File: src/design/gelu_pkg.sv
// ----------------------------------------------------------------------------
// gelu_pkg
// Shared types and constants for the GELU (tanh form) activation pipeline.
// ----------------------------------------------------------------------------
package gelu_pkg;

  localparam int GELU_DATA_WIDTH = 16;
  localparam int GELU_FRAC_BITS  = 12;

  // tanh datapath: Q.30 fractions, 32-bit divider words
  localparam int Q_BITS = 30;
  localparam int DIV_W  = Q_BITS + 2;
  localparam int N_W    = 4;

  localparam logic [Q_BITS:0] Q_ONE = (Q_BITS + 1)'(1) << Q_BITS;

  typedef struct packed {
    logic signed [GELU_DATA_WIDTH-1:0] sample;
    logic                              last;
  } gelu_req_t;

  typedef struct packed {
    logic signed [GELU_DATA_WIDTH-1:0] activation;
    logic                              last_out;
  } gelu_res_t;

  // sideband that travels with each request down the pipeline
  typedef struct packed {
    logic                       valid;
    logic                       last;
    logic                       neg;
    logic                       sat;
    logic [N_W-1:0]             n;
    logic [GELU_DATA_WIDTH-1:0] mag;
  } gelu_side_t;

endpackage

File: src/design/gelu_horner_step.sv
// ----------------------------------------------------------------------------
// gelu_horner_step
// One Horner step of the exp(-z) series: r' = 1 - floor(((z*r)>>30) / K).
// Three register stages: product, reciprocal multiply, correction.
// ----------------------------------------------------------------------------
module gelu_horner_step
  import gelu_pkg::*;
#(
  parameter int K = 1
) (
  input  logic              clk,
  input  logic              rst,
  input  gelu_side_t        side_in,
  input  logic [Q_BITS-1:0] z_in,
  input  logic [Q_BITS:0]   r_in,
  output gelu_side_t        side_out,
  output logic [Q_BITS-1:0] z_out,
  output logic [Q_BITS:0]   r_out
);

  localparam int PW   = 2 * Q_BITS + 1;
  localparam int RW   = Q_BITS + 2;
  localparam int QP_W = Q_BITS + RW;
  localparam int CW   = Q_BITS + $clog2(K + 1);
  localparam logic [RW-1:0] RECIP = RW'((64'd1 << (Q_BITS + 1)) / 64'(K));

  logic [PW-1:0]     prod;
  logic [QP_W-1:0]   qprod;
  logic [CW-1:0]     rem;
  logic [Q_BITS-1:0] q;

  gelu_side_t        side1, side2;
  logic [Q_BITS-1:0] z1, z2, p1, p2, q0;

  assign prod  = PW'(z_in) * PW'(r_in);
  assign qprod = QP_W'(p1) * QP_W'(RECIP);
  // reciprocal estimate is low by at most one
  assign rem   = CW'(p2) - CW'(q0) * CW'(K);
  assign q     = q0 + Q_BITS'(rem >= CW'(K));

  always_ff @(posedge clk) begin
    if (rst) begin
      side1    <= '0;
      side2    <= '0;
      side_out <= '0;
    end else begin
      side1    <= side_in;
      side2    <= side1;
      side_out <= side2;
    end
    z1    <= z_in;
    p1    <= prod[2*Q_BITS-1:Q_BITS];
    z2    <= z1;
    p2    <= p1;
    q0    <= qprod[2*Q_BITS:Q_BITS+1];
    z_out <= z2;
    r_out <= Q_ONE - (Q_BITS + 1)'(q);
  end

endmodule

File: config.mk
export PLATFORM = sky130hd
export DESIGN_NAME = gelu_horner_step
export DESIGN_NICKNAME = d
export VERILOG_FILES = /design/src/design/gelu_pkg.sv /design/src/design/gelu_horner_step.sv
export SDC_FILE = /design/constraint.sdc
export NUM_CORES = 2
export LEC_CHECK = 0
export ABC_AREA = 1
export ABC_CLOCK_PERIOD_IN_PS = 11570
export BUFFER_PORTS_ARGS = -buffer_cell sky130_fd_sc_hd__buf_4
export CORE_MARGIN = 8
export CORE_UTILIZATION = 58
export CTS_BUF_LIST = sky130_fd_sc_hd__clkbuf_8
export DETAILED_ROUTE_END_ITERATION = 7
export PLACE_DENSITY = 0.87
export SYNTH_ARGS = -nofsm -noshare
export SYNTH_HDL_FRONTEND = slang
export SYNTH_SLANG_ARGS = --single-unit
File: constraint.sdc
create_clock -name clk -period 11.57 [get_ports clk]
set_input_delay 1.7355 -clock clk [delete_from_list [all_inputs] [get_ports clk]]
set_output_delay 1.7355 -clock clk [all_outputs]
set_load 0.03 [all_outputs]
==> qor.yml <==
maxSlewViolCount: 0
routed_wl_um: 96400
routedWlPerCell_um: 17.1
postCtsResizedCells: 0
finish.net_count: 5900
dp.cells: 5579
synth_top_family_by_area: "adder cells"
vias: 29500
antenna_found_initial: 1
cp.arrival_ns: 8.53
cts.sinks: 253
synth_cells: 4744
area_growth_pct: 6.33
worstSetupStartpointType: "primary input"
fp-row-count: 93
fmax_mhz: 125
setup_viol: 0
yosys_warnings: 0
crit_top_cell: "fa_1"
finalNonFillerCells: 5645
max_slew_margin_pct: 55.3
synth_top_cells_by_area: "fa_1 (43%), inv_1 (15%), dfxtp_1 (13%)"
synthAdderAreaFrac_pct: 50.5
ant_nets: 0
outcome: "completed"
n_fill_cell: 5067
synthMuxAreaShare_pct: 0
worst_pin_slew_ns: 0.670
finalSetupTns_ns: 0
async_flop_share_pct: 0
synth-compound-area-share_pct: 2.41
layout.cells.most_common_list: "inv_1 (1538), nand2_1 (1139), fa_1 (806)"
ctsHoldBuffers: 0
via_per_inst: 5.23
yosys.area_share.simple_pct: 15.3
dpl.hpwl_um: 78200
portBuffers: 171
syn_avg_cell_area_um2: 8.00
dr.pass1.iters: 6
ys.flop_type: "dfxtp_1"
start_util_pct: 58.8
yosysUniqueCellTypes: 41
clk_pin_slew_worst_paths_ns: 0.07
critPathSlowestCell: "fa_1"
max_stage_delay_ns: 0.55
rsz0062_at_grt: "false"
maxCapViolations: 0
core_um2: 64600
clkLatencyLatePin_ns: 0.62
synth_nets: 5878
worstPathRequired_ns: 12.10
die_x_um: 272
yosys.area.top_type: "fa_1"
gr-total-overflow: 0
cts_inserted_buffers: 40
hold_viol: 0
cp_max_fo: 32
hold_path.class: "reg2reg"
grt_pass1_wl_um: 162000
synth_edf_count: 0
post_cts_buffers: 0
ios: 172
layout-drive-gt1-share_pct: 5.55
postSynthRegisterBits: 253
cp_top_family: "adder cells"
skew_ns: 0.0199
htreeDepth: 2
fin_crit_sh_pct: 69.1
grt_pass1_vias: 32500
path_buf_inv: 8
drc: 0
die_y_um: 272
die-area_um2: 73900
final_common_cell: "inv_1"
cts_tree: "yes"
synth_xor_area_share_pct: 1.15
yosys.area.top_type_share_pct: 42.5
root_buffer: "clkbuf_8"
clock_path_buffers: 3
n_antenna_cell: 0
place_congestion: 0.954
path_class: "in2reg"
ys_seq_area_share_pct: 13.3
worst_setup_path_end_kind: "flip-flop"
grt_max_degree: 73
grt_usage_pct: 27.0
fin_crit_ns: 8.00
drt-initial-drc-count: 2428
syn_area_um2: 38000
-- registers in the layout (all words and copies together) (netlist names) --
signal	flops
r_out	31
p1	30
q0	30
z1	30
z2	30
z_out	30
side1	24
side2	24
side_out	24
-- path summary, 6_finish.rpt --
kind                            startpoint        end  slack, ns  depth (start not counted)
worst max-delay path               z_in[7]     p1[14]       3.57                         25
worst max register to register       q0[0]  r_out[28]       9.61                          6
worst min register to register      p1[14]     q0[14]       0.31                          0
worst min-delay path                p1[14]     q0[14]       0.31                          0
-- cells in the mapped netlist (2+ instances only) --
| cell | count |
|---|---|
| inv_1 | 1527 |
| nand2_1 | 1139 |
| fa_1 | 806 |
| dfxtp_1 | 253 |
| ha_1 | 241 |
| nor2_1 | 230 |
| clkbuf_1 | 184 |
| a21oi_1 | 70 |
| nand3_1 | 57 |
| xor2_1 | 37 |
| o21ai_0 | 36 |
| inv_2 | 28 |
| nand4_1 | 20 |
| o21ai_1 | 14 |
| o21bai_1 | 13 |
| xnor2_1 | 13 |
| nor3_1 | 11 |
| a21o_1 | 10 |
| a31oi_1 | 7 |
| buf_1 | 7 |
| nor4_1 | 7 |
| nand2_2 | 4 |
| o21a_1 | 4 |
| a21boi_0 | 3 |
| nand3b_1 | 3 |
| a211oi_1 | 2 |
| a21boi_1 | 2 |
| and3_1 | 2 |
| or2_1 | 2 |
-- layer usage --
metal  global-route usage (%)  vias up  share of wire (%)
met5                        0        -              0.011
met4                     9.81        2                3.5
met3                     7.23      335                 11
met2                     44.9     1675                 48
met1                     33.8    14400                 38
li1                         -    13100                  -
-- per-stage QoR --
step           setup slack (ns)  cell area (um2)  hold WS [ns]  utilization [%]
2_1_floorplan              3.95            38000         0.310                -
3_3_place_gp               3.06            39600         0.310             61.3
3_5_place_dp               3.02            39600         0.312             61.3
4_1_cts                    3.64            40400         0.315             62.5
5_1_grt                    3.39            40400         0.324             62.5
6_report                   3.57            40400         0.313             62.5
-- final cells by class --
type | instances | area [um2] | share of cell area [%]
multi-input cells | 2743 | 26300 | 65.2
inverters | 1557 | 5850 | 14.5
flip-flops and latches | 253 | 5060 | 12.6
repair buffers | 171 | 1280 | 3.18
well taps | 855 | 1070 | 2.65
clock buffers | 43 | 592 | 1.47
clock inverters | 23 | 175 | 0.434
-- logic make-up (layout without fill, tap and decap cells) --
logic type / Yosys count / in the layout
AND/OR/NAND/NOR: 1483 / 1483
AO/OA/AOI/OAI: 163 / 163
XOR/XNOR: 50 / 50
flip-flops: 253 / 253
adder cells (fa/ha/maj): 1047 / 1047
buffers and inverters: 1748 / 1794
Power is not shown: default switching activity piles up to over one toggle a cycle in this logic, so the estimate is an artifact.
