File: src/design/gelu_pkg.sv
// ----------------------------------------------------------------------------
// gelu_pkg
// Shared types and constants for the GELU (tanh form) activation pipeline.
// ----------------------------------------------------------------------------
package gelu_pkg;

  localparam int GELU_DATA_WIDTH = 16;
  localparam int GELU_FRAC_BITS  = 12;

  // tanh datapath: Q.30 fractions, 32-bit divider words
  localparam int Q_BITS = 30;
  localparam int DIV_W  = Q_BITS + 2;
  localparam int N_W    = 4;

  localparam logic [Q_BITS:0] Q_ONE = (Q_BITS + 1)'(1) << Q_BITS;

  typedef struct packed {
    logic signed [GELU_DATA_WIDTH-1:0] sample;
    logic                              last;
  } gelu_req_t;

  typedef struct packed {
    logic signed [GELU_DATA_WIDTH-1:0] activation;
    logic                              last_out;
  } gelu_res_t;

  // sideband that travels with each request down the pipeline
  typedef struct packed {
    logic                       valid;
    logic                       last;
    logic                       neg;
    logic                       sat;
    logic [N_W-1:0]             n;
    logic [GELU_DATA_WIDTH-1:0] mag;
  } gelu_side_t;

endpackage

File: src/design/gelu_div.sv
// ----------------------------------------------------------------------------
// gelu_div
// Pipelined restoring divider for tanh = (1-E)/(1+E) in Q.30.
// One quotient bit per stage; the starting remainder is below the divisor.
// ----------------------------------------------------------------------------
module gelu_div
  import gelu_pkg::*;
(
  input  logic              clk,
  input  logic              rst,
  input  gelu_side_t        side_in,
  input  logic [DIV_W-1:0]  num_in,
  input  logic [DIV_W-1:0]  den_in,
  output gelu_side_t        side_out,
  output logic [Q_BITS-1:0] quo_out
);

  gelu_side_t        side_q [Q_BITS];
  logic [DIV_W-1:0]  rem_q  [Q_BITS];
  logic [DIV_W-1:0]  den_q  [Q_BITS];
  logic [Q_BITS-1:0] quo_q  [Q_BITS];

  for (genvar i = 0; i < Q_BITS; i++) begin : g_step
    gelu_side_t        side_i;
    logic [DIV_W-1:0]  rem_i, den_i, shl;
    logic [Q_BITS-1:0] quo_i;
    logic              fit;

    if (i == 0) begin : g_first
      assign side_i = side_in;
      assign rem_i  = num_in;
      assign den_i  = den_in;
      assign quo_i  = '0;
    end else begin : g_next
      assign side_i = side_q[i-1];
      assign rem_i  = rem_q[i-1];
      assign den_i  = den_q[i-1];
      assign quo_i  = quo_q[i-1];
    end

    assign shl = {rem_i[DIV_W-2:0], 1'b0};
    assign fit = shl >= den_i;

    always_ff @(posedge clk) begin
      if (rst) begin
        side_q[i] <= '0;
      end else begin
        side_q[i] <= side_i;
      end
      rem_q[i]  <= fit ? (shl - den_i) : shl;
      den_q[i]  <= den_i;
      quo_q[i]  <= {quo_i[Q_BITS-2:0], fit};
    end
  end

  assign side_out = side_q[Q_BITS-1];
  assign quo_out  = quo_q[Q_BITS-1];

endmodule

File: config.mk
export PLATFORM = sky130hd
export DESIGN_NAME = gelu_div
export DESIGN_NICKNAME = d
export VERILOG_FILES = /design/src/design/gelu_pkg.sv /design/src/design/gelu_div.sv
export SDC_FILE = /design/constraint.sdc
export NUM_CORES = 2
export LEC_CHECK = 0
export BUFFER_PORTS_ARGS = -buffer_cell sky130_fd_sc_hd__buf_2
export CORE_MARGIN = 5
export CORE_UTILIZATION = 44
export DETAILED_ROUTE_END_ITERATION = 6
export PLACE_DENSITY = 0.64
export RECOVER_POWER = 25
export SETUP_SLACK_MARGIN = 0.15
export SYNTH_ARGS = -nofsm -noshare
export SYNTH_HDL_FRONTEND = slang
export SYNTH_SLANG_ARGS = --single-unit
File: constraint.sdc
create_clock -name clk -period 10.3 [get_ports clk]
set_input_delay 1.545 -clock clk [delete_from_list [all_inputs] [get_ports clk]]
set_output_delay 1.545 -clock clk [all_outputs]
set_load 0.02 [all_outputs]
==> impl_metrics.prom <==
# TYPE chip_impl_metric gauge
chip_impl_metric{name="cts_made_buffers",unit=""} 316
chip_impl_metric{name="p_leak",unit="uW"} 0.0638
chip_impl_metric{name="post_synth_num_cell_types",unit=""} 89
chip_impl_metric{name="synth_enable_flop_cells",unit=""} 0
chip_impl_metric{name="grt_pass1_wl",unit="mm"} 404
chip_impl_metric{name="ir_drop",unit="uV"} 175
chip_impl_metric{name="initial_antenna_violation_count",unit=""} 11
chip_impl_metric{name="p_int",unit="uW"} 30300
chip_impl_metric{name="clock_path_buffers",unit=""} 4
chip_impl_metric{name="seq_power_share",unit=""} 0.341
chip_impl_metric{name="worst_path_largest_cell_delay",unit="ns"} 0.82
chip_impl_metric{name="slew_viol_final",unit=""} 0
chip_impl_metric{name="h_tree_depth_reported_by_cts",unit=""} 5
chip_impl_metric{name="drt_first_iter_violations",unit=""} 4313
chip_impl_metric{name="maxCapViolCount",unit=""} 0
chip_impl_info{name="postSynth.topFlopCell",value="dfxtp_1"} 1
chip_impl_metric{name="area_growth_syn_to_layout",unit="%"} 12.5
chip_impl_metric{name="synth_top_cell_area_share",unit=""} 0.489
chip_impl_metric{name="switching_share",unit=""} 0.359
chip_impl_metric{name="path_buf_inv",unit=""} 3
chip_impl_info{name="layout_common_cells",value="dfxtp_1 (3012), inv_1 (1185), ha_1 (959), a21oi_1 (939), nor2b_1 (840)"} 1
chip_impl_metric{name="path_max_fanout",unit=""} 60
chip_impl_info{name="hold_path_class",value="flip-flop to flip-flop"} 1
chip_impl_metric{name="post_synth_fa_ha_maj_area_fraction",unit=""} 0.102
chip_impl_info{name="worstSetupEndpointType",value="flip-flop"} 1
chip_impl_metric{name="drtAntennaViolNets",unit=""} 0
chip_impl_metric{name="synth_nets",unit=""} 13700
chip_impl_metric{name="post_synth_and_or_nand_nor_area_fraction",unit=""} 0.122
chip_impl_info{name="final_common_cell",value="dfxtp_1"} 1
chip_impl_info{name="setup.worst_path.class",value="flip-flop to flip-flop"} 1
chip_impl_metric{name="timing.clock.skew",unit="ns"} 0.0495
chip_impl_metric{name="hpwlAfterDp",unit="mm"} 186
chip_impl_metric{name="fmax",unit="MHz"} 213
chip_impl_metric{name="total_switching_power",unit="uW"} 17000
chip_impl_metric{name="gr-total-overflow",unit=""} 0
chip_impl_metric{name="grt_pass1_vias",unit=""} 81500
chip_impl_metric{name="drt_first_pass_iters",unit=""} 6
chip_impl_info{name="cts-root-buf",value="clkbuf_16"} 1
chip_impl_info{name="status",value="finished, final reports clean"} 1
chip_impl_metric{name="max_slew_margin",unit=""} 0.276
chip_impl_metric{name="xor_and_xnor_area_share_after_synthesis",unit=""} 0.0564
chip_impl_info{name="grt_setup_unrepaired",value="no"} 1
chip_impl_metric{name="initial_standard_cell_utilization_of_the_core",unit=""} 0.442
chip_impl_metric{name="avgRoutedWirePerCell",unit="um"} 14.7
chip_impl_info{name="tritoncts",value="built"} 1
chip_impl_metric{name="die_w",unit="um"} 539
chip_impl_metric{name="post_cts.repair.setup_buffers",unit=""} 0
chip_impl_metric{name="row_count",unit=""} 194
chip_impl_metric{name="power.share.combinational",unit=""} 0.417
chip_impl_metric{name="synthesized_cell_area",unit="mm^2"} 0.123
chip_impl_metric{name="gp_congestion",unit=""} 0.900
chip_impl_metric{name="layout_worst_path_cycle_share",unit=""} 0.456
chip_impl_metric{name="worst_pin_slew",unit="ns"} 1.09
chip_impl_metric{name="clk_pin_slew_worst_paths",unit="ns"} 0.06
chip_impl_metric{name="period_minus_slack",unit="ns"} 4.70
chip_impl_info{name="main_combinational_cell_family_by_area_after_synthesis",value="compound AO/OA/AOI/OAI gates"} 1
chip_impl_metric{name="setup_slack_after_placement",unit="ns"} 5.10
chip_impl_info{name="startpoint_type",value="flip-flop"} 1
chip_impl_metric{name="power.density_cell_area",unit="mW/mm^2"} 341
chip_impl_metric{name="fin_nets",unit=""} 13900
chip_impl_metric{name="vias",unit=""} 83300
chip_impl_metric{name="buffer_ports.inserted",unit=""} 142
chip_impl_metric{name="layout_setup_ws",unit="ns"} 5.60
chip_impl_metric{name="cp_data_required_time",unit="ns"} 11.08
chip_impl_metric{name="power.clock.fraction",unit=""} 0.242
chip_impl_metric{name="fin_tns_setup",unit="ns"} 0
chip_impl_metric{name="detail_route.wirelength",unit="mm"} 247
chip_impl_metric{name="clock_insertion_delay_worst_skew",unit="ns"} 0.89
chip_impl_metric{name="coreArea",unit="mm^2"} 0.279
chip_impl_metric{name="ys_seq_area_frac",unit=""} 0.489
chip_impl_metric{name="clkSinkCount",unit=""} 3012
chip_impl_metric{name="drive_above_1_share",unit=""} 0.0851
chip_impl_metric{name="maximum_number_of_pins_on_one_net_before_global_route_repair",unit=""} 225
chip_impl_metric{name="postCtsHoldBufs",unit=""} 0
chip_impl_metric{name="global_route.usage.total",unit=""} 0.165
chip_impl_metric{name="die_y",unit="um"} 539
chip_impl_metric{name="postSynthRegisterBits",unit=""} 3012
chip_impl_info{name="cp_top_family",value="compound AO/OA/AOI/OAI gates"} 1
chip_impl_metric{name="pin_count",unit=""} 144
chip_impl_metric{name="final-hold-violation-count",unit=""} 0
chip_impl_info{name="crit_path_cell_trace",value="inv_1, fa_1, a21oi_1, o21bai_1, a2111oi_0, nor2_1, o21ai_0, a2111oi_0, buf_4, o211ai_1, o211ai_1, a31oi_4, buf_4, mux2_2"} 1
chip_impl_info{name="synth_top_cells_by_area",value="dfxtp_1 (49%), ha_1 (9.7%), nor2b_1 (4.3%)"} 1
chip_impl_metric{name="syn_inst",unit=""} 12600
chip_impl_metric{name="cts_resized",unit=""} 0
chip_impl_info{name="synthDominantAreaCellType",value="dfxtp_1"} 1
chip_impl_metric{name="syn-mean-instance-area",unit="um^2"} 9.77
chip_impl_metric{name="worst-endpoint-arrival",unit="ns"} 5.48
chip_impl_metric{name="yosys_warnings",unit=""} 0
chip_impl_metric{name="drc",unit=""} 0
chip_impl_metric{name="placedInstanceArea",unit="mm^2"} 0.128
chip_impl_metric{name="detail_route.vias_per_cell",unit=""} 4.96
chip_impl_metric{name="fp.dieArea",unit="mm^2"} 0.291
chip_impl_metric{name="compound_gate_fraction_of_synth_area",unit=""} 0.149
chip_impl_metric{name="ys_async_sr_fraction",unit=""} 0
chip_impl_info{name="cp_slowest_cell",value="a2111oi_0"} 1
chip_impl_metric{name="final_setup_violation_count",unit=""} 0
chip_impl_metric{name="finalInstanceArea",unit="mm^2"} 0.139
chip_impl_metric{name="muxShareOfSynthArea",unit=""} 0.0346
==> power by group through the flow <==
stage | sequential, uW | clock (uW) | combinational [uW]
after floorplan | 15900 | 0 | 15700
after global routing | 16400 | 12300 | 22100
after global placement | 16400 | 0 | 19400
after CTS | 16200 | 11800 | 19700
final | 16100 | 11400 | 19700
after detailed placement | 16400 | 0 | 19500
==> cell families after synthesis <==
logic type | Yosys count
AO/OA/AOI/OAI | 2967
XOR/XNOR | 794
adder cells (fa/ha/maj) | 988
buffers and inverters | 1508
flip-flops | 3012
multiplexers | 379
AND/OR/NAND/NOR | 2969
==> metal layers <==
layer / share of wire / track usage / vias up
li1: - / - / 43100
met1: 0.42 / 0.188 / 38300
met2: 0.50 / 0.308 / 1270
met3: 0.032 / 0.0209 / 565
met4: 0.042 / 0.0666 / 0
met5: 0 / 0 / -
==> area by class of cell <==
cell class                      count  area (um^2)
Fill cell                       25800       140000
Sequential cell                  3012        60300
Multi-Input combinational cell   8097        57500
Clock buffer                      455         9090
Tap cell                         3724         4660
Inverter                         1185         4450
Clock inverter                    111         1630
Timing Repair Buffer              181         1040
Antenna cell                       10         25.0
==> stage by stage <==
step / hold slack [ns] / power (uW) / utilization / std cells
after floorplan: 0.310 / 31600 / - / 12600
final: 0.312 / 47200 / 0.497 / 16800
after global routing: 0.303 / 50800 / 0.497 / 16800
after detailed placement: 0.312 / 35900 / 0.458 / 16200
after global placement: 0.310 / 35700 / 0.458 / 16200
after CTS: 0.304 / 47600 / 0.497 / 16800
==> registers in the layout, summed over array words and instances (netlist names) <==
signal and cells:
den_q 928, quo_q 465, rem_q 899, side_q 720
==> synth_stat cells, types with 16 or more instances <==
library cell	n
nand3b_1	16
xor2_1	314
o21bai_1	117
clkbuf_1	250
and2_1	58
a221oi_1	21
o31ai_1	43
a21boi_0	43
xnor2_1	480
a2111oi_0	17
ha_1	959
nand3_1	175
a211o_1	20
o21ai_1	28
a211oi_1	49
or2_2	35
a31oi_1	93
a21oi_1	941
o21ai_0	740
fa_1	29
nor3_1	99
and3_1	78
and4_1	30
a21o_1	529
inv_1	1185
o211ai_1	38
o21a_1	90
mux2_1	44
or3_1	29
nand2b_1	122
nor2_1	583
a41oi_1	19
a31o_2	21
nand2_1	735
nor2b_1	840
nor4_1	20
dfxtp_1	3012
mux2_2	330
buf_2	54
nand4_1	119
==> path summary, 6_finish.rpt <==
check | from | endpoint | slack [ns] | cells after the start
max | den_q[1][0] | rem_q[1][33] | 5.60 | 14
min | quo_q[1][210] | quo_q[1][241] | 0.31 | 0
max reg2reg | den_q[1][0] | rem_q[1][33] | 5.60 | 14
min reg2reg | quo_q[1][210] | quo_q[1][241] | 0.31 | 0
No activity file was read; power rests on OpenSTA's default activity.
